File: src/rtl/lrsf_pkg.sv
package lrsf_pkg;

   // Interpolation table: knee angles 0,16,33,49,65,82,98 deg; heights in 1/256 mm.
   localparam int TABLE_POINTS = 7;
   localparam int MAX_POINTS   = 16;
   localparam int LAST_POINT   = (TABLE_POINTS < 2) ? 1 :
                                 (TABLE_POINTS > MAX_POINTS) ? MAX_POINTS - 1 :
                                 TABLE_POINTS - 1;

   localparam int H_W   = 16;           // leg height
   localparam int CNT_W = 9;            // hip / knee counts
   localparam int Q_W   = 6;            // interpolation step, table deltas stay below 64
   localparam int P_W   = H_W + Q_W;    // product / remainder
   localparam int POS_W = 10;           // servo position
   localparam int SUM_W = 12;           // signed position sum before clamping
   localparam int BYTE_W = 8;
   localparam int SPEED_W = 10;
   localparam int CSR_IDX_W = 2;

   localparam logic [H_W-1:0] HEIGHT_TAB [MAX_POINTS] = '{
      16'd57370, 16'd56811, 16'd55007, 16'd52205, 16'd48386, 16'd43299, 16'd37640,
      16'd37640, 16'd37640, 16'd37640, 16'd37640, 16'd37640, 16'd37640, 16'd37640,
      16'd37640, 16'd37640};
   localparam logic [CNT_W-1:0] HIP_TAB [MAX_POINTS] = '{
      9'd0, 9'd34, 9'd68, 9'd102, 9'd136, 9'd170, 9'd205,
      9'd205, 9'd205, 9'd205, 9'd205, 9'd205, 9'd205, 9'd205, 9'd205, 9'd205};
   localparam logic [CNT_W-1:0] KNEE_TAB [MAX_POINTS] = '{
      9'd0, 9'd53, 9'd111, 9'd167, 9'd223, 9'd280, 9'd334,
      9'd334, 9'd334, 9'd334, 9'd334, 9'd334, 9'd334, 9'd334, 9'd334, 9'd334};

   // Servo position offsets
   localparam int POS_MAX    = 1023;
   localparam int POS_MID    = 512;
   localparam int OFS_HIP_R  = 60;
   localparam int OFS_KNEE_L = -28;
   localparam int OFS_KNEE_R = 30;

   // Frame constants
   localparam logic [7:0] HDR_BYTE    = 8'hFF;
   localparam logic [7:0] BCAST_ID    = 8'hFE;
   localparam logic [7:0] SYNC_WRITE  = 8'h83;
   localparam logic [7:0] REG_TORQUE  = 8'h18;
   localparam logic [7:0] REG_SPEED   = 8'h20;
   localparam logic [7:0] REG_GOAL    = 8'h1E;
   localparam logic [7:0] LEN_TORQUE  = 8'h0C;
   localparam logic [7:0] LEN_WORD    = 8'h10;
   localparam logic [7:0] DLEN_TORQUE = 8'h01;
   localparam logic [7:0] DLEN_WORD   = 8'h02;

   localparam logic [1:0] KIND_TORQUE = 2'd0;
   localparam logic [1:0] KIND_SPEED  = 2'd1;
   localparam logic [1:0] KIND_POS    = 2'd2;

   localparam logic [CSR_IDX_W-1:0] CSR_MOVE_SPEED = 2'd0;
   localparam logic [CSR_IDX_W-1:0] CSR_TORQUE_ON  = 2'd1;

   localparam logic [SPEED_W-1:0] MOVE_SPEED_RST = 10'd150;

   localparam int QUEUE_DEPTH = 2;

   typedef logic [POS_W-1:0] pos_type;

   typedef struct packed {
      pos_type [3:0] pos;
   } qentry_type;

   typedef struct packed {
      logic full;
      logic empty;
   } qstat_type;

   typedef struct packed {
      logic [SPEED_W-1:0] move_speed;
      logic               torque_on;
   } cfg_type;

endpackage

File: src/rtl/lrsf_queue.sv
module lrsf_queue (
   input  logic                clock,
   input  logic                reset,
   input  logic                push,
   input  lrsf_pkg::qentry_type push_data,
   input  logic                pop,
   output lrsf_pkg::qentry_type pop_data,
   output lrsf_pkg::qstat_type  qstat
);
   import lrsf_pkg::*;

   localparam int PTR_W = (QUEUE_DEPTH > 1) ? $clog2(QUEUE_DEPTH) : 1;
   localparam int CNT_QW = $clog2(QUEUE_DEPTH + 1);

   qentry_type        mem_ff [QUEUE_DEPTH];
   logic [PTR_W-1:0]  wr_ptr_ff, wr_ptr_in;
   logic [PTR_W-1:0]  rd_ptr_ff, rd_ptr_in;
   logic [CNT_QW-1:0] count_ff, count_in;
   logic              do_push, do_pop;

   assign qstat.full  = (count_ff == CNT_QW'(QUEUE_DEPTH));
   assign qstat.empty = (count_ff == '0);
   assign do_push     = push && !qstat.full;
   assign do_pop      = pop && !qstat.empty;
   assign pop_data    = mem_ff[rd_ptr_ff];

   always_comb begin
      wr_ptr_in = wr_ptr_ff;
      rd_ptr_in = rd_ptr_ff;
      count_in  = count_ff;
      if (do_push) begin
         wr_ptr_in = (wr_ptr_ff == PTR_W'(QUEUE_DEPTH - 1)) ? '0 : wr_ptr_ff + 1'b1;
      end
      if (do_pop) begin
         rd_ptr_in = (rd_ptr_ff == PTR_W'(QUEUE_DEPTH - 1)) ? '0 : rd_ptr_ff + 1'b1;
      end
      if (do_push && !do_pop) begin
         count_in = count_ff + 1'b1;
      end else if (do_pop && !do_push) begin
         count_in = count_ff - 1'b1;
      end
   end

   always_ff @(posedge clock) begin
      if (reset) begin
         wr_ptr_ff <= '0;
         rd_ptr_ff <= '0;
         count_ff  <= '0;
      end else begin
         wr_ptr_ff <= wr_ptr_in;
         rd_ptr_ff <= rd_ptr_in;
         count_ff  <= count_in;
      end
   end

   always_ff @(posedge clock) begin
      if (do_push) begin
         mem_ff[wr_ptr_ff] <= push_data;
      end
   end

endmodule

File: src/rtl/lrsf_front.sv
module lrsf_front (
   input  logic                       clock,
   input  logic                       reset,
   input  logic                       start,
   output logic                       busy,
   input  logic signed [lrsf_pkg::H_W-1:0] roll_adj,
   input  lrsf_pkg::qstat_type        qstat,
   output logic                       push,
   output lrsf_pkg::qentry_type       entry
);
   import lrsf_pkg::*;

   localparam logic [2:0] ST_IDLE = 3'd0;
   localparam logic [2:0] ST_SEG  = 3'd1;
   localparam logic [2:0] ST_MUL  = 3'd2;
   localparam logic [2:0] ST_DIV  = 3'd3;
   localparam logic [2:0] ST_FIN  = 3'd4;
   localparam logic [2:0] ST_POS  = 3'd5;

   localparam int C_W = (Q_W > 1) ? $clog2(Q_W) : 1;

   logic [2:0]       state_ff, state_in;
   logic [H_W-1:0]   hl_ff, hl_in, hr_ff, hr_in;
   logic             leg_ff, leg_in;
   logic [H_W-1:0]   num_ff, num_in, den_ff, den_in;
   logic [Q_W-1:0]   dh_ff, dh_in, dk_ff, dk_in;
   logic [CNT_W-1:0] bh_ff, bh_in, bk_ff, bk_in;
   logic [P_W-1:0]   remh_ff, remh_in, remk_ff, remk_in, dsh_ff, dsh_in;
   logic [Q_W-1:0]   qh_ff, qh_in, qk_ff, qk_in;
   logic [C_W-1:0]   cnt_ff, cnt_in;
   logic [CNT_W-1:0] upl_ff, upl_in, dnl_ff, dnl_in, upr_ff, upr_in, dnr_ff, dnr_in;

   logic [H_W-1:0]   h_cur;
   logic [H_W-1:0]   seg_num, seg_den;
   logic [Q_W-1:0]   seg_dh, seg_dk;
   logic [CNT_W-1:0] seg_bh, seg_bk;
   logic [CNT_W-1:0] hip_res, knee_res;
   logic signed [SUM_W-1:0] v0, v1, v2, v3;
   logic signed [H_W:0] adj_w, hmax_w;

   function automatic pos_type clamp_pos(input logic signed [SUM_W-1:0] v);
      pos_type r;
      if (v < 0) begin
         r = '0;
      end else if (v > SUM_W'(POS_MAX)) begin
         r = POS_W'(POS_MAX);
      end else begin
         r = v[POS_W-1:0];
      end
      return r;
   endfunction

   assign busy = (state_ff != ST_IDLE);

   // Leg heights: positive correction shortens the right leg, negative the left.
   assign adj_w  = (H_W+1)'(roll_adj);
   assign hmax_w = signed'((H_W+1)'(HEIGHT_TAB[0]));

   // Segment lookup for the leg under work
   assign h_cur = leg_ff ? hr_ff : hl_ff;

   always_comb begin
      seg_bh  = HIP_TAB[0];
      seg_bk  = KNEE_TAB[0];
      seg_dh  = '0;
      seg_dk  = '0;
      seg_num = '0;
      seg_den = H_W'(1);
      if (h_cur >= HEIGHT_TAB[0]) begin
         seg_bh = HIP_TAB[0];
      end else if (h_cur <= HEIGHT_TAB[LAST_POINT]) begin
         seg_bh = HIP_TAB[LAST_POINT];
         seg_bk = KNEE_TAB[LAST_POINT];
      end else begin
         for (int i = LAST_POINT - 1; i >= 0; i--) begin
            if (h_cur <= HEIGHT_TAB[i] && h_cur > HEIGHT_TAB[i+1]) begin
               seg_bh  = HIP_TAB[i];
               seg_bk  = KNEE_TAB[i];
               seg_dh  = Q_W'(HIP_TAB[i+1] - HIP_TAB[i]);
               seg_dk  = Q_W'(KNEE_TAB[i+1] - KNEE_TAB[i]);
               seg_num = HEIGHT_TAB[i] - h_cur;
               seg_den = HEIGHT_TAB[i] - HEIGHT_TAB[i+1];
            end
         end
      end
   end

   assign hip_res  = bh_ff + CNT_W'(qh_ff);
   assign knee_res = bk_ff + CNT_W'(qk_ff);

   assign v0 = SUM_W'(POS_MID) + signed'(SUM_W'(upl_ff));
   assign v1 = SUM_W'(POS_MID + OFS_HIP_R) - signed'(SUM_W'(upr_ff));
   assign v2 = SUM_W'(POS_MID + OFS_KNEE_L) - signed'(SUM_W'(dnl_ff));
   assign v3 = SUM_W'(POS_MID + OFS_KNEE_R) + signed'(SUM_W'(dnr_ff));

   assign entry.pos[0] = clamp_pos(v0);
   assign entry.pos[1] = clamp_pos(v1);
   assign entry.pos[2] = clamp_pos(v2);
   assign entry.pos[3] = clamp_pos(v3);
   assign push = (state_ff == ST_POS) && !qstat.full;

   always_comb begin
      state_in = state_ff;
      hl_in = hl_ff;   hr_in = hr_ff;   leg_in = leg_ff;
      num_in = num_ff; den_in = den_ff;
      dh_in = dh_ff;   dk_in = dk_ff;   bh_in = bh_ff;   bk_in = bk_ff;
      remh_in = remh_ff; remk_in = remk_ff; dsh_in = dsh_ff;
      qh_in = qh_ff;   qk_in = qk_ff;   cnt_in = cnt_ff;
      upl_in = upl_ff; dnl_in = dnl_ff; upr_in = upr_ff; dnr_in = dnr_ff;
      unique case (state_ff)
         ST_IDLE: begin
            if (start) begin
               hl_in  = (adj_w < 0) ? H_W'(hmax_w + adj_w) : HEIGHT_TAB[0];
               hr_in  = (adj_w > 0) ? H_W'(hmax_w - adj_w) : HEIGHT_TAB[0];
               leg_in = 1'b0;
               state_in = ST_SEG;
            end
         end
         ST_SEG: begin
            num_in = seg_num; den_in = seg_den;
            dh_in = seg_dh;   dk_in = seg_dk;
            bh_in = seg_bh;   bk_in = seg_bk;
            state_in = ST_MUL;
         end
         ST_MUL: begin
            remh_in = P_W'(num_ff) * P_W'(dh_ff);
            remk_in = P_W'(num_ff) * P_W'(dk_ff);
            dsh_in  = P_W'(den_ff) << (Q_W - 1);
            qh_in   = '0;
            qk_in   = '0;
            cnt_in  = '0;
            state_in = ST_DIV;
         end
         ST_DIV: begin
            // one restoring quotient bit per cycle, hip and knee side by side
            if (remh_ff >= dsh_ff) begin
               remh_in = remh_ff - dsh_ff;
               qh_in   = {qh_ff[Q_W-2:0], 1'b1};
            end else begin
               qh_in   = {qh_ff[Q_W-2:0], 1'b0};
            end
            if (remk_ff >= dsh_ff) begin
               remk_in = remk_ff - dsh_ff;
               qk_in   = {qk_ff[Q_W-2:0], 1'b1};
            end else begin
               qk_in   = {qk_ff[Q_W-2:0], 1'b0};
            end
            dsh_in = dsh_ff >> 1;
            cnt_in = cnt_ff + 1'b1;
            if (cnt_ff == C_W'(Q_W - 1)) begin
               state_in = ST_FIN;
            end
         end
         ST_FIN: begin
            if (!leg_ff) begin
               upl_in = hip_res;
               dnl_in = knee_res;
               leg_in = 1'b1;
               state_in = ST_SEG;
            end else begin
               upr_in = hip_res;
               dnr_in = knee_res;
               state_in = ST_POS;
            end
         end
         ST_POS: begin
            if (!qstat.full) begin
               state_in = ST_IDLE;
            end
         end
         default: begin
            state_in = ST_IDLE;
         end
      endcase
   end

   always_ff @(posedge clock) begin
      if (reset) begin
         state_ff <= ST_IDLE;
      end else begin
         state_ff <= state_in;
      end
   end

   always_ff @(posedge clock) begin
      hl_ff <= hl_in;   hr_ff <= hr_in;   leg_ff <= leg_in;
      num_ff <= num_in; den_ff <= den_in;
      dh_ff <= dh_in;   dk_ff <= dk_in;   bh_ff <= bh_in;   bk_ff <= bk_in;
      remh_ff <= remh_in; remk_ff <= remk_in; dsh_ff <= dsh_in;
      qh_ff <= qh_in;   qk_ff <= qk_in;   cnt_ff <= cnt_in;
      upl_ff <= upl_in; dnl_ff <= dnl_in; upr_ff <= upr_in; dnr_ff <= dnr_in;
   end

endmodule

File: src/rtl/lrsf_back.sv
module lrsf_back (
   input  logic                 clock,
   input  logic                 reset,
   input  lrsf_pkg::cfg_type    cfg,
   input  lrsf_pkg::qstat_type  qstat,
   input  lrsf_pkg::qentry_type entry,
   output logic                 pop,
   output logic                 rsp_valid,
   output logic [lrsf_pkg::BYTE_W-1:0] rsp_frame_byte,
   output logic [1:0]           rsp_frame_kind,
   output logic                 rsp_frame_end,
   output logic                 rsp_run_end
);
   import lrsf_pkg::*;

   localparam int OFF_W = 5;
   localparam logic [OFF_W-1:0] OFF_ID     = 5'd2;
   localparam logic [OFF_W-1:0] OFF_LEN    = 5'd3;
   localparam logic [OFF_W-1:0] OFF_INSTR  = 5'd4;
   localparam logic [OFF_W-1:0] OFF_REG    = 5'd5;
   localparam logic [OFF_W-1:0] OFF_DLEN   = 5'd6;
   localparam logic [OFF_W-1:0] CK_TORQUE  = 5'd15;
   localparam logic [OFF_W-1:0] CK_WORD    = 5'd19;

   localparam logic [1:0] F_ID = 2'd0;
   localparam logic [1:0] F_LO = 2'd1;
   localparam logic [1:0] F_HI = 2'd2;

   logic              active_ff, active_in;
   logic [OFF_W-1:0]  off_ff, off_in;
   logic [1:0]        kind_ff, kind_in;
   logic [1:0]        field_ff, field_in;
   logic [1:0]        slot_ff, slot_in;
   logic [BYTE_W-1:0] sum_ff, sum_in;
   qentry_type        pos_ff, pos_in;

   logic              is_ck, run_last, load;
   logic [1:0]        last_field;
   logic [BYTE_W-1:0] byte_cur, data_byte;
   pos_type           pos_cur;

   assign is_ck      = (off_ff == ((kind_ff == KIND_TORQUE) ? CK_TORQUE : CK_WORD));
   assign run_last   = active_ff && is_ck && (kind_ff == KIND_POS);
   assign load       = (!active_ff || run_last) && !qstat.empty;
   assign pop        = load;
   assign last_field = (kind_ff == KIND_TORQUE) ? F_LO : F_HI;
   assign pos_cur    = pos_ff.pos[slot_ff];

   always_comb begin
      unique case (field_ff)
         F_ID: data_byte = BYTE_W'(slot_ff);
         F_LO: begin
            unique case (kind_ff)
               KIND_TORQUE: data_byte = BYTE_W'(cfg.torque_on);
               KIND_SPEED:  data_byte = cfg.move_speed[7:0];
               default:     data_byte = pos_cur[7:0];
            endcase
         end
         default: begin
            data_byte = (kind_ff == KIND_SPEED) ? BYTE_W'(cfg.move_speed[SPEED_W-1:8])
                                                : BYTE_W'(pos_cur[POS_W-1:8]);
         end
      endcase
   end

   always_comb begin
      if (is_ck) begin
         byte_cur = ~sum_ff;
      end else begin
         unique case (off_ff)
            OFF_ID:    byte_cur = BCAST_ID;
            OFF_LEN:   byte_cur = (kind_ff == KIND_TORQUE) ? LEN_TORQUE : LEN_WORD;
            OFF_INSTR: byte_cur = SYNC_WRITE;
            OFF_REG: begin
               unique case (kind_ff)
                  KIND_TORQUE: byte_cur = REG_TORQUE;
                  KIND_SPEED:  byte_cur = REG_SPEED;
                  default:     byte_cur = REG_GOAL;
               endcase
            end
            OFF_DLEN:  byte_cur = (kind_ff == KIND_TORQUE) ? DLEN_TORQUE : DLEN_WORD;
            default:   byte_cur = (off_ff < OFF_ID) ? HDR_BYTE : data_byte;
         endcase
      end
   end

   always_comb begin
      active_in = active_ff;
      off_in    = off_ff;
      kind_in   = kind_ff;
      field_in  = field_ff;
      slot_in   = slot_ff;
      sum_in    = sum_ff;
      pos_in    = pos_ff;
      if (active_ff) begin
         if (is_ck) begin
            off_in   = '0;
            field_in = F_ID;
            slot_in  = '0;
            sum_in   = '0;
            kind_in  = (kind_ff == KIND_POS) ? KIND_TORQUE : kind_ff + 1'b1;
         end else begin
            off_in = off_ff + 1'b1;
            if (off_ff >= OFF_ID) begin
               sum_in = sum_ff + byte_cur;
            end
            if (off_ff > OFF_DLEN) begin
               if (field_ff == last_field) begin
                  field_in = F_ID;
                  slot_in  = slot_ff + 1'b1;
               end else begin
                  field_in = field_ff + 1'b1;
               end
            end
         end
      end
      if (run_last) begin
         active_in = 1'b0;
      end
      if (load) begin
         active_in = 1'b1;
         pos_in    = entry;
      end
   end

   always_ff @(posedge clock) begin
      if (reset) begin
         active_ff <= 1'b0;
         off_ff    <= '0;
         kind_ff   <= KIND_TORQUE;
         field_ff  <= F_ID;
         slot_ff   <= '0;
         sum_ff    <= '0;
         rsp_valid <= 1'b0;
      end else begin
         active_ff <= active_in;
         off_ff    <= off_in;
         kind_ff   <= kind_in;
         field_ff  <= field_in;
         slot_ff   <= slot_in;
         sum_ff    <= sum_in;
         rsp_valid <= active_ff;
      end
   end

   always_ff @(posedge clock) begin
      pos_ff         <= pos_in;
      rsp_frame_byte <= byte_cur;
      rsp_frame_kind <= kind_ff;
      rsp_frame_end  <= is_ck;
      rsp_run_end    <= run_last;
   end

endmodule

File: src/rtl/leg_roll_servo_sync_framer.sv
// Roll-compensating leg servo framer.
// Input: a transaction is taken on a rising edge with start high and busy low;
//   req_roll_adj is a signed roll correction in 1/256 mm.
// Output: each transaction yields a 56-byte run (torque 16, speed 20, position
//   20 bytes), one byte per cycle on rsp_frame_byte, qualified by rsp_valid.
//   rsp_frame_end marks each checksum byte, rsp_run_end the last byte of a run.
//   The receiver cannot stall: bytes leave at a fixed one per cycle.
// The front end maps both legs in turn through the height table; each leg
//   spends one lookup, one multiply and a 6-bit restoring divide, then
//   positions are clamped.
// The byte serializer sets the pace; busy stays high until the front end has
//   queued its item. A 2-entry queue lets the front end finish the next item
//   while the current run is still going out, so back-to-back runs leave
//   without a gap. Config: csr_index 0 = move_speed, 1 = torque_on; always
//   ready. The user must write them only while the block is idle; the block
//   does not enforce it. Reset loads 150 and 1, empties the queue.
module leg_roll_servo_sync_framer (
   input  logic                                  clock,
   input  logic                                  reset,
   input  logic                                  start,
   output logic                                  busy,
   input  logic signed [lrsf_pkg::H_W-1:0]       req_roll_adj,
   output logic                                  rsp_valid,
   output logic [lrsf_pkg::BYTE_W-1:0]           rsp_frame_byte,
   output logic [1:0]                            rsp_frame_kind,
   output logic                                  rsp_frame_end,
   output logic                                  rsp_run_end,
   input  logic                                  csr_valid,
   output logic                                  csr_ready,
   input  logic [lrsf_pkg::CSR_IDX_W-1:0]        csr_index,
   input  logic [lrsf_pkg::SPEED_W-1:0]          csr_wdata
);
   import lrsf_pkg::*;

   cfg_type    cfg_ff, cfg_in;
   qstat_type  qstat;
   qentry_type push_data, pop_data;
   logic       push, pop;

   // Config registers
   assign csr_ready = 1'b1;

   always_comb begin
      cfg_in = cfg_ff;
      if (csr_valid && csr_ready) begin
         unique case (csr_index)
            CSR_MOVE_SPEED: cfg_in.move_speed = csr_wdata;
            CSR_TORQUE_ON:  cfg_in.torque_on  = csr_wdata[0];
            default:        cfg_in = cfg_ff;   // unmapped index, dropped
         endcase
      end
   end

   always_ff @(posedge clock) begin
      if (reset) begin
         cfg_ff.move_speed <= MOVE_SPEED_RST;
         cfg_ff.torque_on  <= 1'b1;
      end else begin
         cfg_ff <= cfg_in;
      end
   end

   // Front end: leg heights, table interpolation, clamped positions
   lrsf_front u_front (
      .clock    (clock),
      .reset    (reset),
      .start    (start),
      .busy     (busy),
      .roll_adj (req_roll_adj),
      .qstat    (qstat),
      .push     (push),
      .entry    (push_data)
   );

   // Position queue between front end and serializer
   lrsf_queue u_queue (
      .clock     (clock),
      .reset     (reset),
      .push      (push),
      .push_data (push_data),
      .pop       (pop),
      .pop_data  (pop_data),
      .qstat     (qstat)
   );

   // Back end: frame serializer with running checksum
   lrsf_back u_back (
      .clock          (clock),
      .reset          (reset),
      .cfg            (cfg_ff),
      .qstat          (qstat),
      .entry          (pop_data),
      .pop            (pop),
      .rsp_valid      (rsp_valid),
      .rsp_frame_byte (rsp_frame_byte),
      .rsp_frame_kind (rsp_frame_kind),
      .rsp_frame_end  (rsp_frame_end),
      .rsp_run_end    (rsp_run_end)
   );

   // Run end only on the position checksum
   a_run_end_on_pos_ck: assert property (@(posedge clock) disable iff (reset)
      rsp_valid && rsp_run_end |-> rsp_frame_end && rsp_frame_kind == KIND_POS)
      else $error("run end outside the position checksum");

   // A run always opens with a torque frame header byte
   a_run_opens_with_header: assert property (@(posedge clock) disable iff (reset)
      $rose(rsp_valid) |-> rsp_frame_byte == HDR_BYTE && rsp_frame_kind == KIND_TORQUE)
      else $error("run does not open with a torque header");

   // Frames follow each other without a gap inside a run
   a_frame_order: assert property (@(posedge clock) disable iff (reset)
      $past(rsp_valid) && $past(rsp_frame_end) && !$past(rsp_run_end)
      |-> rsp_valid && rsp_frame_kind == 2'($past(rsp_frame_kind) + 2'd1))
      else $error("frame sequence broken inside a run");

   // A popped entry puts its torque header on the ports, through the frame state and then the output registers
   a_queue_busy: assert property (@(posedge clock) disable iff (reset)
      pop |-> ##2 rsp_valid && rsp_frame_kind == KIND_TORQUE && rsp_frame_byte == HDR_BYTE)
      else $error("popped entry did not start a run");

endmodule
File: config.mk
export PLATFORM = sky130hd
export DESIGN_NAME = leg_roll_servo_sync_framer
export DESIGN_NICKNAME = d
export VERILOG_FILES = /design/src/rtl/lrsf_pkg.sv /design/src/rtl/lrsf_queue.sv /design/src/rtl/lrsf_front.sv /design/src/rtl/lrsf_back.sv /design/src/rtl/leg_roll_servo_sync_framer.sv
export SDC_FILE = /design/constraint.sdc
export NUM_CORES = 1
export LEC_CHECK = 0
export ABC_AREA = 0
export BUFFER_PORTS_ARGS = -buffer_cell sky130_fd_sc_hd__clkbuf_2
export CAP_MARGIN = 20
export CORE_MARGIN = 8
export CORE_UTILIZATION = 50
export DETAILED_ROUTE_END_ITERATION = 10
export PLACE_DENSITY = 0.64
export SETUP_SLACK_MARGIN = 0.5
export SYNTH_ARGS = -nofsm -noshare
export SYNTH_HDL_FRONTEND = slang
export SYNTH_SLANG_ARGS = --single-unit
File: constraint.sdc
create_clock -name clock -period 7.2 [get_ports clock]
set_clock_uncertainty 0.1 [all_clocks]
set_input_delay 1.44 -clock clock [delete_from_list [all_inputs] [get_ports clock]]
set_output_delay 1.44 -clock clock [all_outputs]
set_load 0.1 [all_outputs]
Word level (Yosys, flattened, before mapping)
Memory sizes are Yosys's and may differ from the RTL's. A register that Yosys moved wholly into a read port is not among the register bits.
Index checks and enable logic that the tools add are counted.

word-level totals
  flip-flop bits (word level) = 263
  bits in latches = 0
  bits in writable memories = 80
  memory bits (read-only) = 0
  input bits = 32
  logic and storage cells = 277
  memories = 1

memory list
  memory          depth  width  rd ports  clocked after memory_dff  write ports  line              text
  u_queue.mem_ff  2      40     1         1                         1            lrsf_queue.sv:15  qentry_type mem_ff [QUEUE_DEPTH];

operators by class
  add/sub/neg operators = 26
  $mul = 2
  div/mod/pow operators = 0
  order comparisons = 30
  eq/ne operators = 23
  shifts and indexed selects = 0
  muxes and demuxes = 95
  bitwise gates (word level) = 2
  reductions and logical operators = 52

operator list
  kind                                                                               number
  22-bit one-hot mux with 2 select lines                                             3
  16-bit <= comparator, second input constant                                        7
  16-bit 2-to-1 mux                                                                  7
  10-bit 2-to-1 mux                                                                  10
  16-bit greater-than comparator, second input constant                              6
  16-bit subtractor, first input constant                                            6
  8-bit 2-to-1 mux                                                                   11
  6-bit 2-to-1 mux                                                                   12
  9-bit 2-to-1 mux                                                                   7
  22-bit greater-or-equal comparator                                                 2
  16-bit by 6-bit multiplier with 22-bit output                                      2
  22-bit 2-to-1 mux                                                                  2
  22-bit subtractor                                                                  2
  8-bit one-hot mux with 5 select lines                                              1
  6-bit one-hot mux with 2 select lines                                              3
  8-bit one-hot mux with 2 select lines                                              2
  13-bit 2-to-1 mux                                                                  2
  12-bit by 11-bit greater-than comparator with 1-bit output, second input constant  2
  12-bit by 1-bit < comparator with 1-bit output, second input constant              2
  12-bit 2-to-1 mux                                                                  2
  2-bit 2-to-1 mux                                                                   12
  10-bit by 9-bit adder with 11-bit output, first input constant                     2
  2-bit AND reduction                                                                11
  10-bit binary-select mux with 2-bit select                                         1
  other kinds (56)                                                                   113

Logic depth before layout (Yosys ltp)
  word-level depth = 11
  gate-level depth with buffers = 19
  mapped depth without buffers = 19

Cells and area by module
Synthesis repeated with hierarchy kept, for this count alone.

unflattened totals
  cells, all modules = 2434
  area, all modules = 24838.8 µm²

modules (own cells, without submodules)
  module                      instances  cells an instance  area an instance (µm²)  sequential area each (µm²)
  lrsf_front                  1          1937               17770.8                 5765.5
  lrsf_back                   1          297                3483.3                  1861.8
  lrsf_queue                  1          149                3090.5                  2502.4
  leg_roll_servo_sync_framer  1          51                 494.2                   220.2

Least setup slack after synthesis
OpenSTA, ideal clock, no wires.

  kind = flip-flop to flip-flop
  start = reg u_front.dk_ff[2]
  end = reg u_front.remk_ff[21], data pin
  library setup time = 0.269 ns
  data arrival time = 4.336 ns
  data required time = 6.831 ns
  setup slack = 2.495 ns
  stages on the path, launching flop included = 18
  path buffers = 1
  cells stage by stage = edfxtp_1 > clkbuf_1 > and2_1 > fa_1 > inv_1 > fa_1 > fa_1 > inv_1 > ha_1 > nor2b_1 > o2111ai_1 > nand3_1 > o41ai_1 > o2111ai_1 > o21ai_0 > o21a_1 > xnor2_1 > mux2i_1

between the ends
  longest elaborated chain between the ends = 2

RTL lines
  element                                        line               text
  start: declaration                             lrsf_front.sv:26   logic [Q_W-1:0] dh_ff, dh_in, dk_ff, dk_in;
  start signal: assignment                       lrsf_front.sv:188  dh_ff <= dh_in; dk_ff <= dk_in; bh_ff <= bh_in; bk_ff <= bk_in;
  16-bit by 6-bit multiplier with 22-bit output  lrsf_front.sv:127  remk_in = P_W'(num_ff) * P_W'(dk_ff);
  22-bit one-hot mux with 2 select lines         lrsf_front.sv:110  unique case (state_ff)
  net u_front.remk_in[21]                        lrsf_front.sv:28   logic [P_W-1:0] remh_ff, remh_in, remk_ff, remk_in, dsh_ff, dsh_in;
  end signal: assignment                         lrsf_front.sv:189  remh_ff <= remh_in; remk_ff <= remk_in; dsh_ff <= dsh_in;
  end: declaration                               lrsf_front.sv:28

The timed path passes the listed nets, and every way through them passes these cells.
A chain may end at the register's enable or synchronous reset.

Final worst setup path
  start = reg u_front.dk_ff[4]
  end = reg u_front.remk_ff[21], data pin

The elaborated chain is that of the path after synthesis.

==> results.md <==
* Slew HR at 24.8%
* Final nets at around 2,700
* HPWL Detailed at approximately 47,000 um
* Worst-path clk slew at roughly 0.060 ns
* Clock latency on the worst-skew pair at between 0.5 and 0.6 ns
* Ports at 47
* Maximum vdd drop at roughly 430 uV
* Routed wire per std cell at 20.7 um
* Core box area at between 40,000 and 50,000 um^2
* Ys flop type: edfxtp_1
* Syn Inst Count at ~2,400
* Syn Area/Cell at approximately 10 um^2
* Final Hold Viols at 0
* Clock Tree Root: clkbuf_16
* Cell Int Power at about 7.9 mW
* Initial DRC Count at 1,362
* Post-Synth XOR/XNOR Area at around 5.4%
* Worst-Margin Slew at 1.13 ns
* Clk pwr share at approximately 15%
* Vias per inst at 5.82
* Total Power at between 10 and 15 mW
* Sequential area share after synthesis at between 40% and 50%
* CP Class: flop to flop
* P_sw at about 6.3 mW
* Post-synthesis compound-gate area fraction at a little over an eighth
* Max Slew Vio Count at 0
* Post-cts sizing count at 0
* Status: complete, no violations
* Max cap viols at 0
* Synth Warn # at 0
* RSZ-0062 raised after global routing: no
* First-pass GRT wire length at between 90,000 and 100,000 um
* Setup TNS at 0 ns
* IO Port Bufs at 45
* Leak at roughly 11 nW
* Largest net degree at the start of global routing at 84
* Clock Sinks at 358
* Cell Count, Final, Fillers Out at 3,050
* Die Area at approximately 56,000 um^2
* Gate power share at around 60%
* Synth cell types at between 90 and 100
* Row count at a little over 80
* Final wirelength at 63,100 um
* Starting density of the core at between 50% and 60%
* CP endpoint kind: flop
* Synth-to-layout area growth at 8.97%
* Sequential Power Share at 25.5%
* GPL Wtd Cong at between 0.9 and 1
* Mapped cell area at approximately 24,000 um^2
* Hold Crit Class: flop to flop
* Cts hold-fix bufs at 0
* # diodes at 0
* First-pass DRT Iterations at 5
* Maximum buffer depth of the clock tree at 3
* TritonCTS Buffers at 40
* Fraction of layout cells with a size suffix above 1 at under 10%
* CP Launch Type: flop
* Worst Path Required at between 7 and 8 ns
* Placed cells at 2,978
* Fmax at about 190 MHz
* EDFF count, synth at 307
* Die Height at between 200 and 250 um
* Drt drc at 0
* Routed via count at about 18,000
* Main combinational cell family by area after synthesis: simple AND/OR/NAND/NOR gates
* Mux share of post-synthesis cell area at 4.50%
* Switching Fraction at ~45%
* FFs w/ async S/R, synth at 0%
* CTS tree: yes
* Post-Synth Adder-Cell Area at between 10% and 20%
* CP max FO at 22
* GR Overflow Total at 0
* Final setup vio count at 0
* PD cells at approximately 540 nW/um^2
* Simple-Gate Fraction of Synth Area at roughly 16%
* CP arrival at 5.41 ns
* Post-CTS Setup Inserts at 0
* Tcrit/Tclk final at between 70% and 80%
* H-tree depth at 2
* #FFs+latches synth at 358
* Die Span X at between 200 and 250 um
* Vias in the first global route at 17,500
* Initial antenna violation count at 1
* Antenna-violating nets left at 0
* GRT Overall Usage at between 20% and 30%
* Minimum clock period at ~5.2 ns
-- power groups by stage --
stage | Clock, mW | Combinational, mW | Sequential, mW
finish | 2.12 | 8.47 | 3.63
global route | 2.24 | 9.43 | 3.68
CTS | 2.17 | 8.38 | 3.62
detailed placement | 0 | 8.32 | 3.66
global placement | 0 | 8.17 | 3.64
floorplan | 0 | 6.31 | 3.50
-- state kept, by name, summed over array words and instances (netlist names), 6 cells and up --
register / count
u_queue.mem_ff: 78
u_back.pos_ff: 39
u_front.remh_ff: 22
u_front.remk_ff: 22
u_front.dsh_ff: 18
u_front.hl_ff: 16
u_front.hr_ff: 16
u_front.num_ff: 16
cfg_ff: 11
u_front.den_ff: 10
u_front.bk_ff: 9
u_front.dnl_ff: 9
u_front.dnr_ff: 9
u_front.upl_ff: 9
u_front.upr_ff: 9
u_back.rsp_frame_byte: 8
u_back.sum_ff: 8
u_front.qh_ff: 6
u_front.qk_ff: 6
-- cell type report --
class / instances / area [um^2]
clock buffers: 48 / 1070
clock inverters: 24 / 309
fillers: 4199 / 22000
inverters: 219 / 822
multi-input cells: 1711 / 12900
flip-flops and latches: 358 / 10200
well taps: 622 / 778
repair buffers: 68 / 398
-- layout by cell type, fill, tap and decap left out, drive strengths merged, types with 22 or more instances in the layout --
cell and instances:
a211oi 23, a21o 39, a21oi 120, and2 129, and3 31, buf 23
clkbuf 93, dfxtp 51, edfxtp 307, fa 62, ha 178, inv 216
mux2 50, mux2i 31, nand2 154, nand2b 35, nand3 46, nor2 176
nor2b 30, nor3 39, o21ai 122, o22ai 22, xnor2 93, xor2 58
-- worst max-delay path, stage by stage, from the launching register on --
cell and delay [ns]:
edfxtp_1 0.62, buf_4 0.29, and2_1 0.25, ha_1 0.18, inv_1 0.05, fa_1 0.49, fa_1 0.55, inv_1 0.04
ha_1 0.34, nor2b_1 0.16, o2111ai_1 0.18, nand3_1 0.16, o41ai_1 0.58, o2111ai_1 0.25, o21ai_0 0.29, o21a_1 0.19
xnor2_1 0.12, mux2i_1 0.10
-- final timing paths --
kind	start	to	slack [ns]	cells after the start
max	u_front.dk_ff[4]$_SDFFCE_PP0P_	u_front.remk_ff[21]$_DFFE_PP_	1.96	17
min reg2reg	u_front.upl_ff[6]$_DFFE_PP_	u_queue.mem_ff[1][6]$_DFFE_PP_	0.34	0
max reg2reg	u_front.dk_ff[4]$_SDFFCE_PP0P_	u_front.remk_ff[21]$_DFFE_PP_	1.96	17
min	u_front.upl_ff[6]$_DFFE_PP_	u_queue.mem_ff[1][6]$_DFFE_PP_	0.34	0
-- logic make-up (layout without fill, tap and decap cells) --
group / count (synthesis) / count (layout)
AND/OR/NAND/NOR: 739 / 739
AO/OA/AOI/OAI: 487 / 487
flip-flops: 358 / 358
buffers and inverters: 319 / 359
adder cells (fa/ha/maj): 240 / 240
XOR/XNOR: 151 / 151
multiplexers: 90 / 90
other: 2 / 4
-- stage by stage --
step	util (%)	instance area (um^2)	setup slack [ns]	hold slack (ns)
2_1_floorplan	-	24400	2.49	0.290
3_3_place_gp	51.9	25200	2.05	0.325
3_5_place_dp	51.9	25200	2.00	0.333
4_1_cts	54.7	26600	1.96	0.346
5_1_grt	54.7	26600	1.50	0.361
6_report	54.7	26600	1.96	0.345
-- synth_stat cells (10+ instances only) --
cell,count,area (um^2)
a21oi_1,120,601
o21a_1,14,105
dfxtp_1,51,1020
edfxtp_1,307,9220
inv_1,215,807
mux2i_1,28,280
o22ai_1,22,138
and2_1,129,807
or2_2,14,87.6
clkbuf_1,78,293
nand3_1,46,230
nor3b_1,11,82.6
nor2_1,175,657
nand4_1,21,131
nor2b_1,30,188
xor2_1,58,508
a31oi_1,11,68.8
a21o_1,39,293
nand2_1,153,574
nor3_1,39,195
fa_1,62,1240
mux2_2,50,563
nor4_1,10,62.6
nand2b_1,35,219
ha_1,178,2230
or3_1,14,87.6
xnor2_1,93,815
o21ai_0,119,596
and3_1,30,188
buf_2,11,55.1
a211oi_1,21,158
-- routing by layer --
metal	part of all wire (%)	GRT usage, %	vias to the layer above
met4	2.1	5.60	0
met3	5.0	2.63	73
met5	0	0	-
met1	47	31.2	8694
li1	-	-	8516
met2	46	35.4	469
Note: power is estimated with default switching activity, not from simulation.
